### src/hw/rtl/ddcf_pkg.sv
// Shared types and constants for the dual DAC command framer.
// Holds request and status codes, frame command bytes and the clamp function.
// No dependencies.
package ddcf_pkg;

    localparam int CodeW = 16;

    typedef enum logic [2:0] {
        ACT_INIT       = 3'd0,
        ACT_WRITE_ONE  = 3'd1,
        ACT_WRITE_BOTH = 3'd2,
        ACT_FAULT      = 3'd3,
        ACT_READ       = 3'd4,
        ACT_SET_MODE   = 3'd5
    } action_t;

    typedef enum logic [2:0] {
        ST_OK     = 3'd0,
        ST_PARAM  = 3'd1,
        ST_NOINIT = 3'd2,
        ST_RANGE  = 3'd3,
        ST_UNSUP  = 3'd4
    } status_t;

    typedef enum logic [1:0] {
        REG_FAULT_CODE = 2'd0,
        REG_CODE_MIN   = 2'd1,
        REG_CODE_MAX   = 2'd2
    } reg_index_t;

    localparam logic [7:0] CMD_WRITE_A  = 8'h18;
    localparam logic [7:0] CMD_WRITE_B  = 8'h19;
    localparam logic [7:0] CMD_POWER_UP = 8'h20;
    localparam logic [7:0] CMD_RESET    = 8'h28;
    localparam logic [7:0] CMD_LDAC     = 8'h30;
    localparam logic [7:0] CMD_REF_GAIN = 8'h38;

    localparam logic [CodeW-1:0] DATA_RESET    = 16'h0001;
    localparam logic [CodeW-1:0] DATA_REF_GAIN = 16'h0001;
    localparam logic [CodeW-1:0] DATA_LDAC_IGN = 16'h0003;
    localparam logic [CodeW-1:0] DATA_PWR_BOTH = 16'h0003;

    localparam logic [CodeW-1:0] FAULT_CODE_RST = 16'd3932;
    localparam logic [CodeW-1:0] CODE_MIN_RST   = 16'd5243;
    localparam logic [CodeW-1:0] CODE_MAX_RST   = 16'd60293;

    // Init sequence beat numbers
    localparam logic [2:0] BEAT_RESET    = 3'd0;
    localparam logic [2:0] BEAT_REF_GAIN = 3'd1;
    localparam logic [2:0] BEAT_LDAC     = 3'd2;
    localparam logic [2:0] BEAT_WRITE_A  = 3'd3;
    localparam logic [2:0] BEAT_WRITE_B  = 3'd4;
    localparam logic [2:0] BEAT_PWR_UP   = 3'd5;

    // Fault code is exempt; otherwise the low bound wins over the high bound
    function automatic logic [CodeW-1:0] clamp_code(
        input logic [CodeW-1:0] code,
        input logic [CodeW-1:0] fault,
        input logic [CodeW-1:0] lo,
        input logic [CodeW-1:0] hi
    );
        logic [CodeW-1:0] res;
        if (code == fault)
            res = code;
        else if (code < lo)
            res = lo;
        else if (code > hi)
            res = hi;
        else
            res = code;
        return res;
    endfunction

endpackage

### src/hw/rtl/dual_dac_command_framer_core.sv
// Dual DAC command framer: requests in, 24-bit command frames and status out.
// Depends on ddcf_pkg.
//
//  channel | dir | handshake          | payload
//  s_      | in  | s_tvalid/s_tready  | s_tuser action, s_tdata request fields
//  m_      | out | m_tvalid/m_tready  | m_tuser frame_valid, m_tdata frame, m_tlast
//  cfg_    | in  | cfg_we (no wait)   | cfg_index, cfg_data
//
// A request is latched into the request stage, then gives one result per cycle
// into the output register unless low m_tready holds the output, then the stage:
// one for most requests, write A then B for write both and fault level when
// ready, the init beats for init. A new request is taken in the cycle its
// predecessor emits its final result. Reset clears both stages, ready, the
// stored codes and loads the register defaults.
module dual_dac_command_framer_core
    import ddcf_pkg::*;
(
    input  logic        clk,
    input  logic        rst_n,
    input  logic        s_tvalid,
    output logic        s_tready,
    input  logic [2:0]  s_tuser,   // action
    input  logic [39:0] s_tdata,   // axis[1:0], first_code[17:2], second_code[33:18],
                                   // want_voltage[34], zero[39:35]
    output logic        m_tvalid,
    input  logic        m_tready,
    output logic        m_tuser,   // frame_valid
    output logic [47:0] m_tdata,   // frame_command[7:0], frame_data[23:8], status[26:24],
                                   // read_code[42:27], zero[47:43]
    output logic        m_tlast,
    input  logic        cfg_we,
    input  logic [1:0]  cfg_index,
    input  logic [15:0] cfg_data
);

    // configuration
    logic [CodeW-1:0] fault_code_reg, code_min_reg, code_max_reg;

    // device state
    logic             ready_reg;
    logic [CodeW-1:0] code_a_reg, code_b_reg;

    // request stage
    logic             stg_valid_reg;
    logic [2:0]       stg_action_reg;
    logic [1:0]       stg_axis_reg;
    logic [CodeW-1:0] stg_first_reg, stg_second_reg;
    logic             stg_want_v_reg;
    logic [2:0]       beat_reg, beat_next;

    // output register
    logic             out_valid_reg;
    logic             out_frame_reg;
    logic [7:0]       out_cmd_reg;
    logic [CodeW-1:0] out_data_reg, out_read_reg;
    logic [2:0]       out_status_reg;
    logic             out_last_reg;

    // current beat
    logic             r_frame;
    logic [7:0]       r_cmd;
    logic [CodeW-1:0] r_data, r_read;
    status_t          r_status;
    logic             r_last;
    logic [CodeW-1:0] k_first, k_second;
    logic             out_free, emit, take;

    assign k_first  = clamp_code(stg_first_reg, fault_code_reg, code_min_reg, code_max_reg);
    assign k_second = clamp_code(stg_second_reg, fault_code_reg, code_min_reg, code_max_reg);

    always_comb
    begin
        r_frame  = 1'b0;
        r_cmd    = 8'h00;
        r_data   = '0;
        r_read   = '0;
        r_status = ST_OK;
        r_last   = 1'b1;
        case (stg_action_reg)
            ACT_INIT:
            begin
                r_frame = 1'b1;
                r_last  = (beat_reg == BEAT_PWR_UP);
                case (beat_reg)
                    BEAT_RESET:
                    begin
                        r_cmd  = CMD_RESET;
                        r_data = DATA_RESET;
                    end
                    BEAT_REF_GAIN:
                    begin
                        r_cmd  = CMD_REF_GAIN;
                        r_data = DATA_REF_GAIN;
                    end
                    BEAT_LDAC:
                    begin
                        r_cmd  = CMD_LDAC;
                        r_data = DATA_LDAC_IGN;
                    end
                    BEAT_WRITE_A:
                    begin
                        r_cmd  = CMD_WRITE_A;
                        r_data = fault_code_reg;
                    end
                    BEAT_WRITE_B:
                    begin
                        r_cmd  = CMD_WRITE_B;
                        r_data = fault_code_reg;
                    end
                    default:
                    begin
                        r_cmd  = CMD_POWER_UP;
                        r_data = DATA_PWR_BOTH;
                    end
                endcase
            end
            ACT_WRITE_ONE:
            begin
                if (stg_axis_reg[1])
                    r_status = ST_PARAM;
                else if (!ready_reg)
                    r_status = ST_NOINIT;
                else
                begin
                    r_frame  = 1'b1;
                    r_cmd    = stg_axis_reg[0] ? CMD_WRITE_B : CMD_WRITE_A;
                    r_data   = k_first;
                    r_status = (k_first == stg_first_reg) ? ST_OK : ST_RANGE;
                end
            end
            ACT_WRITE_BOTH:
            begin
                if (!ready_reg)
                    r_status = ST_NOINIT;
                else
                begin
                    r_frame = 1'b1;
                    r_last  = beat_reg[0];
                    if (!beat_reg[0])
                    begin
                        r_cmd  = CMD_WRITE_A;
                        r_data = k_first;
                    end
                    else
                    begin
                        r_cmd    = CMD_WRITE_B;
                        r_data   = k_second;
                        r_status = (k_first == stg_first_reg && k_second == stg_second_reg)
                                   ? ST_OK : ST_RANGE;
                    end
                end
            end
            ACT_FAULT:
            begin
                if (!ready_reg)
                    r_status = ST_NOINIT;
                else
                begin
                    r_frame = 1'b1;
                    r_last  = beat_reg[0];
                    r_cmd   = beat_reg[0] ? CMD_WRITE_B : CMD_WRITE_A;
                    r_data  = fault_code_reg;
                end
            end
            ACT_READ:
            begin
                if (!stg_axis_reg[1])
                    r_read = stg_axis_reg[0] ? code_b_reg : code_a_reg;
            end
            ACT_SET_MODE:
            begin
                if (!ready_reg)
                    r_status = ST_NOINIT;
                else if (!stg_want_v_reg)
                    r_status = ST_UNSUP;
            end
            default:
                r_status = ST_PARAM;
        endcase
    end

    assign out_free  = !out_valid_reg || m_tready;
    assign emit      = stg_valid_reg && out_free;
    assign s_tready  = !stg_valid_reg || (emit && r_last);
    assign take      = s_tvalid && s_tready;
    assign beat_next = (emit && !r_last) ? beat_reg + 3'd1 : beat_reg;

    // configuration writes; indexes past the list are dropped
    always_ff @(posedge clk or negedge rst_n)
    begin
        if (!rst_n)
        begin
            fault_code_reg <= FAULT_CODE_RST;
            code_min_reg   <= CODE_MIN_RST;
            code_max_reg   <= CODE_MAX_RST;
        end
        else if (cfg_we)
        begin
            case (cfg_index)
                REG_FAULT_CODE: fault_code_reg <= cfg_data;
                REG_CODE_MIN:   code_min_reg   <= cfg_data;
                REG_CODE_MAX:   code_max_reg   <= cfg_data;
                default:        ;
            endcase
        end
    end

    // device state follows the results as they leave the stage
    always_ff @(posedge clk or negedge rst_n)
    begin
        if (!rst_n)
        begin
            ready_reg  <= 1'b0;
            code_a_reg <= '0;
            code_b_reg <= '0;
        end
        else if (emit && r_last && r_frame)
        begin
            case (stg_action_reg)
                ACT_INIT:
                begin
                    ready_reg  <= 1'b1;
                    code_a_reg <= fault_code_reg;
                    code_b_reg <= fault_code_reg;
                end
                ACT_WRITE_ONE:
                begin
                    if (stg_axis_reg[0])
                        code_b_reg <= k_first;
                    else
                        code_a_reg <= k_first;
                end
                ACT_WRITE_BOTH:
                begin
                    code_a_reg <= k_first;
                    code_b_reg <= k_second;
                end
                ACT_FAULT:
                begin
                    code_a_reg <= fault_code_reg;
                    code_b_reg <= fault_code_reg;
                end
                default: ;
            endcase
        end
    end

    // request stage
    always_ff @(posedge clk or negedge rst_n)
    begin
        if (!rst_n)
        begin
            stg_valid_reg <= 1'b0;
            beat_reg      <= 3'd0;
        end
        else if (take)
        begin
            stg_valid_reg <= 1'b1;
            beat_reg      <= 3'd0;
        end
        else
        begin
            if (emit && r_last)
                stg_valid_reg <= 1'b0;
            beat_reg <= beat_next;
        end
    end

    always_ff @(posedge clk)
    begin
        if (take)
        begin
            stg_action_reg <= s_tuser;
            stg_axis_reg   <= s_tdata[1:0];
            stg_first_reg  <= s_tdata[17:2];
            stg_second_reg <= s_tdata[33:18];
            stg_want_v_reg <= s_tdata[34];
        end
    end

    // output register
    always_ff @(posedge clk or negedge rst_n)
    begin
        if (!rst_n)
            out_valid_reg <= 1'b0;
        else if (out_free)
            out_valid_reg <= stg_valid_reg;
    end

    always_ff @(posedge clk)
    begin
        if (emit)
        begin
            out_frame_reg  <= r_frame;
            out_cmd_reg    <= r_cmd;
            out_data_reg   <= r_data;
            out_status_reg <= r_status;
            out_read_reg   <= r_read;
            out_last_reg   <= r_last;
        end
    end

    assign m_tvalid = out_valid_reg;
    assign m_tuser  = out_frame_reg;
    assign m_tlast  = out_last_reg;
    assign m_tdata  = {5'd0, out_read_reg, out_status_reg, out_data_reg, out_cmd_reg};

    // checks
    a_beat_range: assert property (@(posedge clk) disable iff (!rst_n)
        stg_valid_reg |-> (beat_reg <= BEAT_PWR_UP))
        else $error("beat counter past end of init sequence");

    a_init_ready: assert property (@(posedge clk) disable iff (!rst_n)
        (emit && r_last && stg_action_reg == ACT_INIT)
        |=> (ready_reg && code_a_reg == code_b_reg))
        else $error("init did not leave block ready with matching codes");

    a_mid_status: assert property (@(posedge clk) disable iff (!rst_n)
        (m_tvalid && !m_tlast) |-> (m_tuser && m_tdata[26:24] == ST_OK))
        else $error("non-final result without frame or with status");

    a_single_take: assert property (@(posedge clk) disable iff (!rst_n)
        (take && stg_valid_reg) |-> (emit && r_last))
        else $error("request taken while stage still busy");

endmodule
### config.mk
export PLATFORM = sky130hd
export DESIGN_NAME = dual_dac_command_framer_core
export DESIGN_NICKNAME = d
export VERILOG_FILES = /design/src/hw/rtl/ddcf_pkg.sv /design/src/hw/rtl/dual_dac_command_framer_core.sv
export SDC_FILE = /design/constraint.sdc
export NUM_CORES = 1
export LEC_CHECK = 0
export BUFFER_PORTS_ARGS = -buffer_cell sky130_fd_sc_hd__buf_2
export CAP_MARGIN = 20
export CORE_MARGIN = 2
export CORE_UTILIZATION = 35
export CTS_BUF_LIST = sky130_fd_sc_hd__clkbuf_16
export DETAILED_ROUTE_END_ITERATION = 10
export GPL_ROUTABILITY_DRIVEN = 0
export PLACE_DENSITY = 0.56
export SLEW_MARGIN = 20
export SYNTH_ARGS = -nofsm -noshare
export SYNTH_HDL_FRONTEND = slang
export SYNTH_SLANG_ARGS = --single-unit
### constraint.sdc
create_clock -name clk -period 4.3 [get_ports clk]
set_input_delay 0.215 -clock clk [delete_from_list [all_inputs] [get_ports clk]]
set_output_delay 0.215 -clock clk [all_outputs]
set_load 0.02 [all_outputs]
### Yosys cells after proc, flatten, opt, wreduce, memory -nomap -nowiden

Cells that the tools add are included.

* add/subtract/negate cells: 1
* magnitude comparators: 4
* equality and inequality tests: 18
* mux-type cells: 44
* bitwise gates (word level): 1
* reductions and logical operators: 29

Operators by type and width (number)
* $mux 16: 14
* $pmux 16 s3: 2
* $eq 16x16->1: 4
* $pmux 16 s4: 1
* $gt 16x16->1: 2
* $lt 16x16->1: 2
* $pmux 16 s2: 1
* $pmux 6 s5: 1
* $pmux 6 s3: 1
* $mux 5: 3
* $pmux 3 s5: 1
* $mux 2: 7
* $eq 3x2->1 const B: 4
* $eq 3x3->1 const B: 4
* $mux 3: 4
* $reduce_or 2->1: 6
* $reduce_and 2->1: 4
* $mux 1: 7
* $eq 3x1->1 const B: 2
* $logic_and 1x1->1: 6
* $logic_not 3->1: 2
* $reduce_and 3->1: 2
* $ne 2x2->1 const B: 2
* $reduce_bool 2->1: 2
* other kinds (10): 13

* bits in registers: 169
* input port bits: 66
* output and inout port bits: 52
* word-level logic and storage cells: 117

### Depth between registers and ports, before layout

Gate-level depths: netlist of run 1.

* word-level depth: 10
* gate-level depth with buffers: 13
* mapped depth without buffers: 10

### Least setup slack after synthesis of run 1

Ideal clock, no wire load.

* kind: flip-flop to flip-flop
* start: reg out_valid_reg, in the netlist m_tvalid
* end: reg stg_action_reg[0] (enable)
* setup time: 401 ps
* arrival time: 3159 ps
* data required time: 3899 ps
* slack: 740 ps
* stages on the path, launching flop included: 6
* path buffers: 0
* period minus slack after synthesis: 3560 ps
* path through: dfrtp_1 nand2b_1 and2_1 and2_1 nand2b_1 and2_1

* longest elaborated chain between the ends: 6

Ends and longest elaborated chain
* start: declaration: RTL line dual_dac_command_framer_core.sv:52 `logic out_valid_reg;`
* start signal: assignment: RTL line dual_dac_command_framer_core.sv:287 `out_valid_reg <= stg_valid_reg;`
* $logic_not 1->1: RTL line dual_dac_command_framer_core.sv:182 `assign out_free = !out_valid_reg || m_tready;`
* $logic_or 1x1->1: RTL line dual_dac_command_framer_core.sv:182
* $logic_and 1x1->1: RTL line dual_dac_command_framer_core.sv:183 `assign emit = stg_valid_reg && out_free;`
* net emit: RTL line dual_dac_command_framer_core.sv:66 `logic out_free, emit, take;`
* $logic_and 1x1->1: RTL line dual_dac_command_framer_core.sv:184 `assign s_tready = !stg_valid_reg || (emit && r_last);`
* $logic_or 1x1->1: RTL line dual_dac_command_framer_core.sv:184
* net s_tready: RTL line dual_dac_command_framer_core.sv:21 `output logic s_tready,`
* $logic_and 1x1->1: RTL line dual_dac_command_framer_core.sv:185 `assign take = s_tvalid && s_tready;`
* net take: RTL line dual_dac_command_framer_core.sv:66
* end signal: assignment: RTL line dual_dac_command_framer_core.sv:273 `stg_action_reg <= s_tuser;`
* end: declaration: RTL line dual_dac_command_framer_core.sv:45 `logic [2:0] stg_action_reg;`

The timed path passes the listed nets, and every way through them passes these cells.
A chain may end at the register's enable or synchronous reset.

### Final worst setup path of run 1

* start: reg code_min_reg[10]
* end: reg out_data_reg[0] (data pin)

* longest elaborated chain between the ends: 6
* elaborated cells on any way between the ends: 11
* classes of those cells: order compare: 2; mux: 9

Ends and longest elaborated chain
* start: declaration: RTL line dual_dac_command_framer_core.sv:37 `logic [CodeW-1:0] fault_code_reg, code_min_reg, code_max_reg;`
* start signal: assignment: RTL line dual_dac_command_framer_core.sv:201 `REG_CODE_MIN: code_min_reg <= cfg_data;`
* $lt 16x16->1: RTL line ddcf_pkg.sv:65 `else if (code < lo)`
* $mux 16: RTL line ddcf_pkg.sv:65
* $mux 16: RTL line ddcf_pkg.sv:63 `if (code == fault)`
* $mux 16, on equally long branches: RTL line dual_dac_command_framer_core.sv:139, dual_dac_command_framer_core.sv:121
* $mux 16, on equally long branches: RTL line dual_dac_command_framer_core.sv:133, dual_dac_command_framer_core.sv:119
* $pmux 16 s4 *: RTL line dual_dac_command_framer_core.sv:79 `case (stg_action_reg)`
* net r_data[0]: RTL line dual_dac_command_framer_core.sv:62 `logic [CodeW-1:0] r_data, r_read;`
* end signal: assignment: RTL line dual_dac_command_framer_core.sv:296 `out_data_reg <= r_data;`
* end: declaration: RTL line dual_dac_command_framer_core.sv:55 `logic [CodeW-1:0] out_data_reg, out_read_reg;`

Mark *: on every way through the listed nets, which the timed path passes. The rest lies on a longest branch.

==> flow_summary.ini, run 1 <==
[run_status]
status = finished clean

[grt]
grt_pass1_wl_mm = 50.76
grt_overflow = 0
grt.busiest_layer = met2
met2_usage_pct = 34.60
first_global_vias = 8608
grt_use_met1_pct = 29.00
grt_max_degree = 56
grt_antenna_before_repair = 0
use_met3_pct = 2.964
track_usage_pct = 21.54

[sta]
fmax_mhz = 272.4
finalHoldViolations = 0
rsz0062_at_grt = false
finalMaxSlewViolations = 0
fin_crit_sh_pct = 85.37
setup_ws_ns = 0.6289
maxSlewHeadroom_pct = 26.86
skew_ns = 0.01301
setup_viol = 0
post-route-min-period_ns = 3.671
worstMarginPinSlew_ns = 1.097
setup-tns-final_ns = 0

[placed_design]
place_area_sq_um = 11440
place_ws_ns = 0.7015
io_buffers = 103
dp_hpwl_mm = 23.47

[clocking]
cts_sinks = 165
clockBufferDepth = 2
clkTransAtPathRegs_ns = 0.08
cts_tree = built
ctsResizeCount = 0
root_buffer = clkbuf_16
cts_max_level = 4
postCtsSetupBuffers = 0
cts_buffers = 17
insertion_delay_ns = 0.44

[yosys]
synthDistinctLibCells = 67
synth_top_area_share_pct = 22.66
synthesis.area_sq_um = 10470
synth_edf_count = 79
yosys_warnings = 0
synth_cells = 994
synthArstFlopShare_pct = 52.12
ys.flop_type = edfxtp_1
synth_top_area_cell = edfxtp_1
avgSynthCellArea_sq_um = 10.53
ys_ff_latch = 165
synth.top_cells.by_area = edfxtp_1 23%, dfrtp_1 15%, ha_1 7.9%, dfstp_2 6.3%, mux2_2 5.2%
synth-seq-area-share_pct = 43.52

[setup_path]
path_delay_family = compound AO/OA/AOI/OAI gates
path_cells = inv_1, ha_1, nand4_1, nor2_1, o31ai_1, and3b_1, o221ai_1, a221o_1
crit_fanout = 27
crit_buf_inv = 1
worstRegToRegCells = 8
worstReg2RegStart = code_min_reg[10]
cp-end-kind = flip-flop
cp-start-kind = flip-flop
worstPathArrival_ns = 3.86
worstSetupPathType = flip-flop to flip-flop
cpPeakStageDelay_ns = 0.95
rrSetupSlack_ns = 0.63
crit_slowest_cell = and3b_1
reg2reg_to = out_data_reg[0]
required_ns = 4.49

[final_layout]
num_antenna_cells = 0
drive_gt1_share_pct = 22.59
nets = 1261
area_growth_pct = 18.53
final_cell_area_sq_um = 12410

[routing]
dr.pass1.iters = 5
ant_nets = 0
wirelength_mm = 32.33
viasPerCell = 5.538
drtIter0Drc = 647
wl_per_cell_um = 21.10
route.detailed.drc = 0
vias = 8484

[power_and_ir_drop]
power_leakage_nw = 5.223
p_int_mw = 3.715
p_sw_mw = 2.405
netSwitchingFraction_pct = 39.30
total_power_mw = 6.120
irDropWorstVdd_v = 0.0002511
power_density_nw_per_um2 = 493.3
pwr-share-clk_pct = 24.6
power_frac_seq_pct = 40.2
combinationalPowerShare_pct = 35.2

[worst_hold_path]
min_path_cells = 2
min_path_type = primary input to flip-flop
hold_start = cfg_data[2]
min_to = code_max_reg[2]

[floorplan]
coreArea_sq_um = 29560
start_util_pct = 35.41
io-pin-count = 118
die_area_sq_um = 31310
rows = 63
die_width_um = 176.9
die-height_um = 176.9

[run]
drv_cap = 0
-- layer usage --
metal	wire [um]	share of wire [%]
met3	1819	5.6
met2	14850	46
met5	0	0
met1	14430	45
met4	1233	3.8
-- power groups by stage --
| stage | Sequential (mW) | Combinational [mW] | Clock, mW |
|---|---|---|---|
| 6_report | 2.46 | 2.15 | 1.51 |
| 5_1_grt | 2.51 | 2.39 | 1.61 |
| 4_1_cts | 2.46 | 2.14 | 1.54 |
| 3_5_place_dp | 2.49 | 2.10 | 0 |
| 3_3_place_gp | 2.48 | 2.07 | 0 |
| 2_1_floorplan | 2.40 | 1.47 | 0 |
-- worst max-delay path by stage --
stage                     slack (ns)  depth (start not counted)                end              from
final                           0.63                          8    out_data_reg[0]  code_min_reg[10]
after global routing            0.41                          8   out_data_reg[13]   code_min_reg[1]
after CTS                       0.67                          7    out_data_reg[0]   code_min_reg[1]
after detailed placement        0.70                          7    out_data_reg[0]   code_min_reg[1]
after global placement          0.73                          7    out_data_reg[0]   code_min_reg[1]
after floorplan                 0.74                          5  stg_action_reg[0]          m_tvalid
-- timing repair --
action / 4_1_cts / 5_1_grt
setup endpoints to repair: 0 / 0
endpoints found under the hold margin: 79 / 0
hold buffers: 40 / 0
-- cell families (layout without fill, tap and decap cells) --
family | after synthesis | in the layout | synth area share (%)
other cells | 1 | 9 | 0.03583
fa+ha+maj | 66 | 66 | 7.889
xor+xnor | 98 | 98 | 8.200
mux | 82 | 82 | 8.415
simple gates | 259 | 259 | 12.54
flops | 165 | 165 | 43.52
buf+inv | 120 | 260 | 4.925
compound gates | 203 | 203 | 14.48
-- per-stage QoR --
step | hold slack (ns) | util, % | cells
floorplan | -0.08059 | - | 1002
global placement | 0.3223 | 38.70 | 1460
detailed placement | 0.3276 | 38.70 | 1460
CTS | 0.03017 | 41.97 | 1532
global route | 0.04076 | 41.97 | 1532
finish | 0.03890 | 41.97 | 1532
-- area by class of cell --
| type | count | area [sq um] |
|---|---|---|
| well taps | 390 | 488.0 |
| multi-input cells | 717 | 5438 |
| repair buffers | 175 | 1159 |
| inverters | 53 | 198.9 |
| clock inverters | 15 | 142.6 |
| clock buffers | 17 | 425.4 |
| fillers | 2867 | 17150 |
| flip-flops and latches | 165 | 4556 |
-- synth_stat cells (4+ instances only) --
cell	instances
edfxtp_1	79
nor2_1	67
ha_1	66
nand2_1	62
dfrtp_1	61
xor2_1	57
inv_1	53
mux2_2	48
a21oi_1	43
clkbuf_1	42
nand4_1	41
xnor2_1	41
mux2i_1	34
o221ai_1	33
dfstp_2	25
nand3_1	22
a211oi_1	17
nor4_1	17
o22a_1	16
a41oi_1	15
a22oi_1	14
a21o_1	11
nand2b_1	11
buf_2	10
buf_4	10
o21ai_0	10
o21ai_1	10
nor2b_1	6
and2_1	5
nor3_1	5
a31oi_1	4
nand3b_1	4
-- cells in the final DEF, fill, tap and decap left out, drive strengths merged, types with 18 or more instances in the layout --
cell type    instances
o21ai               21
nand3               22
nor2                67
mux2i               34
ha                  66
nand2               63
dfrtp               61
nor4                18
mux2                48
a21oi               44
xor2                57
inv                 61
buf                135
o221ai              34
dfstp               25
xnor2               41
edfxtp              79
dlygate4sd3         40
nand4               41
No activity file was read; power rests on OpenSTA's default activity.
==> inputs of run 2 (changes only) <==
--- a/config.mk
+++ b/config.mk
@@ -13,6 +13,7 @@
 export DETAILED_ROUTE_END_ITERATION = 10
 export GPL_ROUTABILITY_DRIVEN = 0
 export PLACE_DENSITY = 0.56
+export REMOVE_ABC_BUFFERS = 1
 export SLEW_MARGIN = 20
 export SYNTH_ARGS = -nofsm -noshare
 export SYNTH_HDL_FRONTEND = slang
==> constraint.sdc (replaced) <==
create_clock -name clk -period 4.3 [get_ports clk]
set_input_delay 0.43 -clock clk [delete_from_list [all_inputs] [get_ports clk]]
set_output_delay 0.43 -clock clk [all_outputs]
set_load 0.02 [all_outputs]
==> run 2 against run 1 <==
Global-route usage decreased by 0.068 points. Critical endpoint unchanged. Count of clock-buffer cells in the layout unchanged. Critical path depth decreased by 1. First-iteration DRC count increased by 12%. Largest cell class unchanged. Worst hold slack improved by 0.016 ns. Cell count decreased by 2.7%. Die area unchanged. Clock power increased by 7%.
==> flow_summary.ini, run 2 (synthesis results as in run 1) <==
[run_status]
status = finished clean

[placed_design]
place_area_sq_um = 11420
dp_hpwl_mm = 23.70
place_ws_ns = 0.7311
io_buffers = 103

[final_layout]
fillers = 2910
final_core_util_pct = 40.70
final_common_cell = buf_2
final_cell_mix = 102 x buf_2, 79 x edfxtp_1, 67 x nor2_1
drive_gt1_share_pct = 23.36
final_cell_area_sq_um = 12030
nets = 1219
area_growth_pct = 14.93

[worst_hold_path]
min_path_type = primary input to asynchronous set/reset pin

[power_and_ir_drop]
power_frac_seq_pct = 39.9
pwr-share-clk_pct = 25.9
irDropWorstVdd_v = 0.0003046
p_int_mw = 3.755
netSwitchingFraction_pct = 39.46
p_sw_mw = 2.448
power_density_nw_per_um2 = 515.6
power_leakage_nw = 5.068
combinationalPowerShare_pct = 34.2

[routing]
wl_per_cell_um = 21.89
wirelength_mm = 32.64
vias = 8383
route.detailed.drc = 0
viasPerCell = 5.622
drtIter0Drc = 725
dr.pass1.iters = 4
ant_nets = 0

[clocking]
cts_max_level = 4
cts-hold-fix-buffers = 0
clkTransAtPathRegs_ns = 0.08
root_buffer = clkbuf_16
insertion_delay_ns = 0.45
cts_sinks = 165
ctsResizeCount = 0
postCtsSetupBuffers = 0
cts_buffers = 17
clockBufferDepth = 2
cts_tree = built

[sta]
finalMaxSlewViolations = 0
fin_crit_sh_pct = 85.34
rsz0062_at_grt = false
setup-tns-final_ns = 0
worstMarginPinSlew_ns = 1.102
skew_ns = 0.01892
maxSlewHeadroom_pct = 26.54
finalHoldViolations = 0
setup_viol = 0
fmax_mhz = 272.5
post-route-min-period_ns = 3.669
setup_ws_ns = 0.6305

[setup_path]
worstSetupPathType = flip-flop to flip-flop
cp-end-kind = flip-flop
crit_fanout = 27
cp-start-kind = flip-flop
worstPathArrival_ns = 3.86
path_cells = inv_1, ha_1, a2111o_1, a32oi_1, and3b_1, o221ai_1, a221o_1
required_ns = 4.49
crit_slowest_cell = and3b_1
cpPeakStageDelay_ns = 0.92

[grt]
grt_antenna_before_repair = 1
first_global_vias = 8356
grt_pass1_wl_mm = 50.58
grt_max_degree = 60
track_usage_pct = 21.48
grt_overflow = 0

[floorplan]
io-pin-count = 118
die-height_um = 176.9
coreArea_sq_um = 29560
die_width_um = 176.9
start_util_pct = 35.41
die_area_sq_um = 31310
rows = 63

[run]
drv_cap = 0
## run 2: cell types whose count changed in the layout (fill, tap and decap cells not counted), sizes merged
cell / delta
diode: +1
bufinv: +1
clkinvlp: -2
inv: +1
buf: -2
dlygate4sd3: -40
## run 2: final cells by class
type / instances / area [sq um] / share of cell area [%]
multi-input combinational: 717 / 5438 / 45.20
sequential: 165 / 4556 / 37.87
timing repair buffer: 133 / 743.2 / 6.178
tap: 390 / 488.0 / 4.056
clock buffer: 17 / 425.4 / 3.536
inverter: 53 / 198.9 / 1.654
clock inverter: 15 / 178.9 / 1.487
antenna: 1 / 2.502 / 0.02080
## run 2: path summary, 6_finish.rpt
kind                                      to  depth (start not counted)             from  slack [ns]
setup / recovery             out_data_reg[0]                          7  code_min_reg[1]        0.63
hold / removal               code_min_reg[8]                          1            rst_n        0.05
setup reg to reg             out_data_reg[0]                          7  code_min_reg[1]        0.63
hold reg to reg                     m_tvalid                          1    stg_valid_reg        0.48
max in group asynchronous    code_min_reg[0]                          2            rst_n        3.28
min in group clk           stg_action_reg[1]                          1       s_tuser[1]        0.15
## run 2: power groups by stage
stage | registers, mW | logic, mW | clock network [mW]
CTS | 2.47 | 2.10 | 1.64
floorplan | 2.44 | 1.37 | 0
global placement | 2.49 | 2.05 | 0
detailed placement | 2.50 | 2.08 | 0
finish | 2.48 | 2.12 | 1.61
global route | 2.52 | 2.35 | 1.69
## run 2: through the flow
step	std cells	hold WS (ns)	total power [mW]
2_1_floorplan	935	0.1344	3.805
3_3_place_gp	1458	0.4671	4.545
3_5_place_dp	1458	0.4683	4.583
4_1_cts	1490	0.08955	6.206
5_1_grt	1490	0.1264	6.558
6_report	1491	0.05446	6.203
## run 2: per-layer routing
metal	up-vias	GRT usage [%]	share of wire, %
met1	4118	29.46	45
met4	0	8.127	3.1
met5	-	0	0
met3	71	3.673	6.1
met2	329	33.90	46
li1	3865	-	-
## run 2: worst max-delay path: cells and delay by family, from the launching register on
kind / cells / cell delay, ns
adders and majority gates: 1 / 0.30
and+or+nand+nor: 1 / 0.92
buffers and inverters: 1 / 0.10
AOI/OAI and AO/OA: 4 / 1.46
DFF: 1 / 0.62
==> inputs of run 3 (changes only) <==
--- a/config.mk
+++ b/config.mk
@@ -6,14 +6,14 @@
 export NUM_CORES = 1
 export LEC_CHECK = 0
 export BUFFER_PORTS_ARGS = -buffer_cell sky130_fd_sc_hd__buf_2
-export CAP_MARGIN = 20
+export CAP_MARGIN = 10
+export CORE_ASPECT_RATIO = 0.8
 export CORE_MARGIN = 2
 export CORE_UTILIZATION = 35
 export CTS_BUF_LIST = sky130_fd_sc_hd__clkbuf_16
 export DETAILED_ROUTE_END_ITERATION = 10
 export GPL_ROUTABILITY_DRIVEN = 0
 export PLACE_DENSITY = 0.56
-export REMOVE_ABC_BUFFERS = 1
 export SLEW_MARGIN = 20
 export SYNTH_ARGS = -nofsm -noshare
 export SYNTH_HDL_FRONTEND = slang
==> run 3 against run 2 <==
The flow now finishes with violations (negative hold slack). Routed wire length up 1.7%. Fmax is 2.1% higher. Global-route usage up 0.19 points. Worst hold slack lost 0.057 ns. Clock skew is 0.0015 ns higher. Power shrank 2.7%. Critical endpoint is now out_data_reg[13]. Count of clock-buffer cells in the layout unchanged. Combinational power is essentially flat.
==> flow_summary.ini, run 3 (synthesis results as in run 1) <==
[clocking]
cts_buffers = 17
clockBufferDepth = 2
cts_sinks = 165
postCtsSetupBuffers = 0
cts_tree = built
cts_max_level = 4
root_buffer = clkbuf_16
ctsResizeCount = 0
clkTransAtPathRegs_ns = 0.07
insertion_delay_ns = 0.45
cts-hold-fix-buffers = 0

[floorplan]
coreArea_sq_um = 29360
die_width_um = 197.4
start_util_pct = 35.65
io-pin-count = 118
rows = 56
die-height_um = 158.7
die_area_sq_um = 31320

[power_and_ir_drop]
power_leakage_nw = 5.022
power_density_nw_per_um2 = 505.6
irDropWorstVdd_v = 0.0002668

[placed_design]
io_buffers = 103
dp_hpwl_mm = 24.44
place_area_sq_um = 11390
dp_cells = 1442

[setup_path]
worstRegToRegCells = 11
crit_fanout = 17
worstPathArrival_ns = 3.78
rrSetupSlack_ns = 0.71
required_ns = 4.49
cp-end-kind = flip-flop
worstSetupPathType = flip-flop to flip-flop
cp-start-kind = flip-flop

[routing]
vias = 8364
ant_nets = 0
dr.pass1.iters = 5
wirelength_mm = 33.18
drtIter0Drc = 830
route.detailed.drc = 0
viasPerCell = 5.674
wl_per_cell_um = 22.51

[final_layout]
final_cell_mix = 102 x buf_2, 79 x edfxtp_1, 66 x nor2_1, 66 x ha_1, 62 x nand2_1
final_cell_area_sq_um = 11940
area_growth_pct = 14.09
drive_gt1_share_pct = 23.25
final_common_cell = buf_2
num_antenna_cells = 0
final_core_util_pct = 40.68
nets = 1216
stdcell_count = 1474

[grt]
grt_pass1_wl_mm = 50.43
first_global_vias = 8144
grt_max_degree = 51
grt_antenna_before_repair = 0
grt_overflow = 0
track_usage_pct = 21.67

[sta]
post-route-min-period_ns = 3.593
fmax_mhz = 278.4
setup_viol = 0
finalMaxSlewViolations = 0
fin_crit_sh_pct = 83.55
holdWs_ns = -0.002298
worstMarginPinSlew_ns = 1.071
skew_ns = 0.02039
finalHoldViolations = 2
setup-tns-final_ns = 0
rsz0062_at_grt = false
maxSlewHeadroom_pct = 28.39

[run_status]
status = finished, violations left
violations = negative hold slack

[run]
drv_cap = 0

[worst_hold_path]
min_path_type = primary input to asynchronous set/reset pin
==> run 3: cell count changes in the layout (fill, tap and decap cells not counted), sizes merged <==
| cell | change |
|---|---|
| buf | -3 |
| bufinv | -1 |
| clkinvlp | +3 |
| diode | -1 |
| inv | -2 |
==> run 3: power breakdown <==
part | internal, mW | total, mW | switching (mW)
sequential | 2.07 | 2.47 | 0.404
clock | 0.751 | 1.44 | 0.692
combinational | 0.855 | 2.12 | 1.27
total | 3.67 | 6.04 | 2.37
==> run 3: worst paths after layout <==
kind | start | end
max reg2reg | code_min_reg[3] | out_data_reg[13]
min | rst_n | m_tvalid
max | code_min_reg[3] | out_data_reg[13]
min in group clk | s_tdata[15] | stg_first_reg[13]
min reg2reg | code_b_reg[14] | code_b_reg[14]
max in group asynchronous | rst_n | fault_code_reg[8]
==> run 3: routing by layer <==
metal / routed length, um / global-route usage, % / part of all wire [%]
met1: 16020 / 32.64 / 48
met2: 14200 / 31.52 / 43
met3: 2378 / 3.855 / 7.2
met4: 581 / 6.051 / 1.8
met5: 0 / 0 / 0
==> run 3: final cells by class <==
| cell class | instances | area (sq um) |
|---|---|---|
| fill | 2889 | 17420 |
| tap | 377 | 471.7 |
| inverter | 53 | 198.9 |
| sequential | 165 | 4556 |
| clock buffer | 17 | 425.4 |
| timing repair buffer | 130 | 720.7 |
| multi-input combinational | 717 | 5449 |
| clock inverter | 15 | 121.4 |
==> run 3: critical path, stage by stage (launching register included) <==
cell	delay [ns]
dfstp_2	0.62
inv_1	0.09
ha_1	0.28
nor2_1	0.06
or3_4	0.40
o221ai_4	0.51
a21o_1	0.29
buf_4	0.20
a41oi_1	0.12
o22a_1	0.29
a222oi_1	0.40
inv_1	0.07
==> run 3: stage by stage <==
step                      setup WS, ns  total power, mW
after detailed placement        0.6172            4.583
final                           0.7075            6.039
after global placement          0.7297            4.541
after global routing            0.5536            6.402
after CTS                       0.6097            6.063
after floorplan                 0.7397            3.871
